## config.mk

```make
export PLATFORM = sky130hd
export DESIGN_NAME = dmc_ctrl
export DESIGN_NICKNAME = d
export VERILOG_FILES = /design/src/rtl/dmc_pkg.sv /design/src/rtl/dmc_ctrl.sv
export SDC_FILE = /design/constraint.sdc
export NUM_CORES = 1
export LEC_CHECK = 0
export ABC_AREA = 1
export BUFFER_PORTS_ARGS = -buffer_cell sky130_fd_sc_hd__clkbuf_2
export CORE_AREA = 2 2 39 41
export CTS_BUF_LIST = sky130_fd_sc_hd__clkbuf_8
export CTS_CLUSTER_SIZE = 8
export DETAILED_ROUTE_END_ITERATION = 8
export DIE_AREA = 0 0 41 43
export SKIP_CTS_REPAIR_TIMING = 1
export SLEW_MARGIN = 10
export SYNTH_ARGS = -nofsm -noshare
export SYNTH_HDL_FRONTEND = slang
export SYNTH_SLANG_ARGS = --single-unit
```

## constraint.sdc

```tcl
create_clock -name clk -period 2.36 [get_ports clk]
set_input_delay 0.118 -clock clk [delete_from_list [all_inputs] [get_ports clk]]
set_output_delay 0.118 -clock clk [all_outputs]
set_load 0.1 [all_outputs]
```

## src/rtl/dmc_pkg.sv

```systemverilog
package dmc_pkg;

	localparam int DMC_MAX_LINES  = 1024;
	localparam int DMC_ADDR_WIDTH = 32;

	localparam int ADDR_PORT_W = 32;
	localparam int LINE_CNT_W  = 11;
	localparam int LINE_IDX_W  = 10;
	localparam int CNT_W       = 32;

	localparam logic [LINE_CNT_W-1:0] LINE_CNT_RESET = 11'd1024;

	localparam logic ACT_ACCESS = 1'b0;
	localparam logic ACT_PROBE  = 1'b1;

	// controller to datapath
	typedef struct packed {
		logic clr_we;
		logic load;
		logic rd;
		logic commit;
	} dmc_cmd_t;

	// datapath to controller
	typedef struct packed {
		logic clr_last;
		logic div_done;
	} dmc_stat_t;

endpackage

```

## src/rtl/dmc_ctrl.sv

```systemverilog
module dmc_ctrl (
	input  logic               clk,
	input  logic               arst_n,
	input  logic               start,
	input  dmc_pkg::dmc_stat_t st,
	output dmc_pkg::dmc_cmd_t  cmd,
	output logic               busy
);

	import dmc_pkg::*;

	typedef enum logic [3:0] {
		ST_CLEAR = 4'b0001,
		ST_IDLE  = 4'b0010,
		ST_DIV   = 4'b0100,
		ST_CMP   = 4'b1000
	} state_t;

	state_t state_q;
	state_t state_d;

	always_ff @(posedge clk or negedge arst_n) begin
		if (!arst_n) begin
			state_q <= ST_CLEAR;
		end else begin
			state_q <= state_d;
		end
	end

	always_comb begin
		state_d = state_q;
		cmd     = '0;
		case (state_q)
			ST_CLEAR: begin
				cmd.clr_we = 1'b1;
				if (st.clr_last) begin
					state_d = ST_IDLE;
				end
			end
			ST_IDLE: begin
				if (start) begin
					cmd.load = 1'b1;
					state_d  = ST_DIV;
				end
			end
			ST_DIV: begin
				// tag read goes out as soon as index and tag are known
				if (st.div_done) begin
					cmd.rd  = 1'b1;
					state_d = ST_CMP;
				end
			end
			ST_CMP: begin
				cmd.commit = 1'b1;
				state_d    = ST_IDLE;
			end
			default: begin
				state_d = ST_IDLE;
			end
		endcase
	end

	assign busy = state_q != ST_IDLE;

	assert property (@(posedge clk) disable iff (!arst_n)
		st.div_done |-> state_q == ST_DIV)
		else $error("divider finished outside of a lookup");

	assert property (@(posedge clk) disable iff (!arst_n)
		cmd.load |=> !cmd.clr_we && !cmd.commit)
		else $error("new item overlaps clear or commit");

endmodule

```

==> results.ini <==
[outcome]
status = finished, final reports clean

[clock_network]
clock_sinks = 4
cts_buffers = 3
cts_max_path_buffers = 2
worst_skew_pair.late_latency_ps = 220
cts-htree-levels = 1
clk_pin_slew_ps = 30
cts-root-buf = clkbuf_8
cts_tree = built

[power_and_ir_drop]
p_sw_share_pct = 54.5
seqPwrFrac_pct = 23.0
p_per_area_mw_per_mm2 = 1580
vdd.ir_drop.worst_v = 0.00101
p_comb_share_pct = 50.2
clkPwrFrac_pct = 26.9
p_sw_mw = 0.302
leakagePower_nw = 0.181
p_int_mw = 0.252

[floorplanning]
start_util_pct = 15.6
die_x_um = 41
die-area_mm2 = 0.00176
ioPinCount = 10
fp-row-count = 14
die_h_um = 43
core_mm2 = 0.00138

[sta]
period_needed_ps = 1670
slew_headroom_pct = 64.0
fmaxAchievable_mhz = 597
finalWorstSetupSlack_ps = 685
hold_viol = 0
setup_violations = 0
slew_violations = 0
worst_slew_pin_slew_ps = 542
rsz0062_at_grt = no
hold_slack_ps = 144
fin_crit_sh_pct = 71.0
finalClockSkew_ps = 4.06

[synth]
synth.top_cell.area_share_pct = 34.7
synth_top_family_by_area = simple AND/OR/NAND/NOR gates
synth_top_cell_by_area = dfrtp_1
postSynthAreaPerCell_um2 = 8.33
synth_fp_nets = 31
yosys.area_share.simple_pct = 38.7
synth-seq-cells = 4
yosysUniqueCellTypes = 11
syn_area_um2 = 216
yosysWarnings = 0
synth_fa_ha_area_share_pct = 0
synth_area_leaders = dfrtp_1 35%, dfstp_2 12%, inv_1 10%
synth_mux_area_share_pct = 0
netlist_instances = 26
synth_compound_area_share_pct = 4.05
synth_xor_area_share_pct = 0
synth_seq_area_share_pct = 46.8

[cells_and_area]
final_layout_size_suffix_gt1_share_pct = 47.5
fin_util_pct = 25.4
nNetsFinal = 46
largest_register_ffs = 4
postLayoutCellArea_um2 = 352
syn_to_final_growth_pct = 62.4
antenna_cells = 0
reg_top3 = state_q x4
top_register = state_q
fin_cells = 56

[drt]
drt_pre_antenna_iters = 3
routed_via_density = 3.96
wire_per_inst_um = 9.20
drc = 0
drtIter0Drc = 2
drt_wl_total_um = 515
via_count = 222
ant_nets = 0

[global_routing]
grt_pass1_vias = 202
grt_max_degree = 7
grt_pass1_wl_um = 834
antenna_found_initial = 0
grt_overflow_total = 0
track_usage_pct = 8.26

[place]
port_buffers = 9
gp_congestion = 0.717
place_hpwl_um = 408
post-place-cells = 51
place_ws_ps = 906
placed_area_um2 = 297

[worst_setup_path]
crit_required_ps = 2240
crit_fanout = 6
crit_top_cell = nor2_1
cp_slowest_cell = clkbuf_2
critical_path_arrival_ps = 1560
slowest_delay_ps = 460
critPathTopFamily = buffers and inverters
path_cells = nor2_1, nand3_1, nor2_1, clkbuf_2
end_kind = output pin
start_kind = flop
worst-path-buf-inv = 1
worstSetupPathType = reg -> out

[job]
maxCapViolCount = 0

[hold_path]
min_path_type = in -> reg

placed cells by master (no fill, tap or decap), drive strengths merged:
cell type / Yosys / final
dlygate4sd3: 0 / 1
nor2: 6 / 6
nand4: 2 / 2
nor4: 2 / 2
dfrtp: 3 / 3
nand2: 1 / 1
clkbuf: 0 / 12
inv: 6 / 7
dfstp: 1 / 1
nand3: 4 / 4
o21ai: 1 / 1
metrics by stage:
step                      TNS [ps]  power, mW
after CTS                        0      0.562
after global routing             0      0.588
after floorplan              -68.9      0.365
final                            0      0.555
after detailed placement         0      0.407
after global placement           0      0.404
path summary, 6_finish.rpt:
kind	startpoint	end	slack (ps)	cells after the start
max in group asynchronous	arst_n	state_q[0]	1910	2
max reg2reg	state_q[0]	state_q[1]	1290	5
min	st[0]	state_q[3]	140	3
min in group asynchronous	arst_n	state_q[2]	240	2
max	state_q[1]	cmd[1]	690	4
min reg2reg	state_q[3]	state_q[0]	630	3
worst reg2reg max path, stage by stage (launching register included):
cell	delay, ps
dfstp_2	530
inv_1	90
nor2_1	100
nand3_1	100
nand3_1	80
nand2_1	50
layout make-up:
type / instances / area, µm²
fillers: 158 / 1030
well taps: 16 / 20.0
multi-input cells: 16 / 108
inverters: 6 / 22.5
clock inverters: 1 / 3.75
clock buffers: 3 / 41.3
flip-flops and latches: 4 / 101
repair buffers: 10 / 55.1
power groups by stage:
stage,logic [mW],clock network (mW),registers (mW)
floorplan,0.244,0,0.121
global placement,0.277,0,0.127
detailed placement,0.279,0,0.128
CTS,0.280,0.154,0.127
global route,0.298,0.159,0.131
finish,0.278,0.149,0.127
Yosys cell counts (all sizes together):
cell and instances:
dfrtp 3, dfstp 1, inv 6, nand2 1, nand3 4, nand4 2, nor2 6, nor4 2
o21ai 1
layer usage:
layer	up-vias	track usage [%]	part of all wire, %
met2	8	9.38	47
li1	113	-	-
met4	0	14.0	3.7
met1	99	9.09	43
met3	2	1.57	5.4
met5	-	0	0
kinds of logic (layout without fill, tap and decap cells):
group / after synthesis / after routing
AND/OR/NAND/NOR: 15 / 15
flip-flops: 4 / 4
buffers and inverters: 6 / 20
AO/OA/AOI/OAI: 1 / 1
Power figures use the tool's default switching activity.
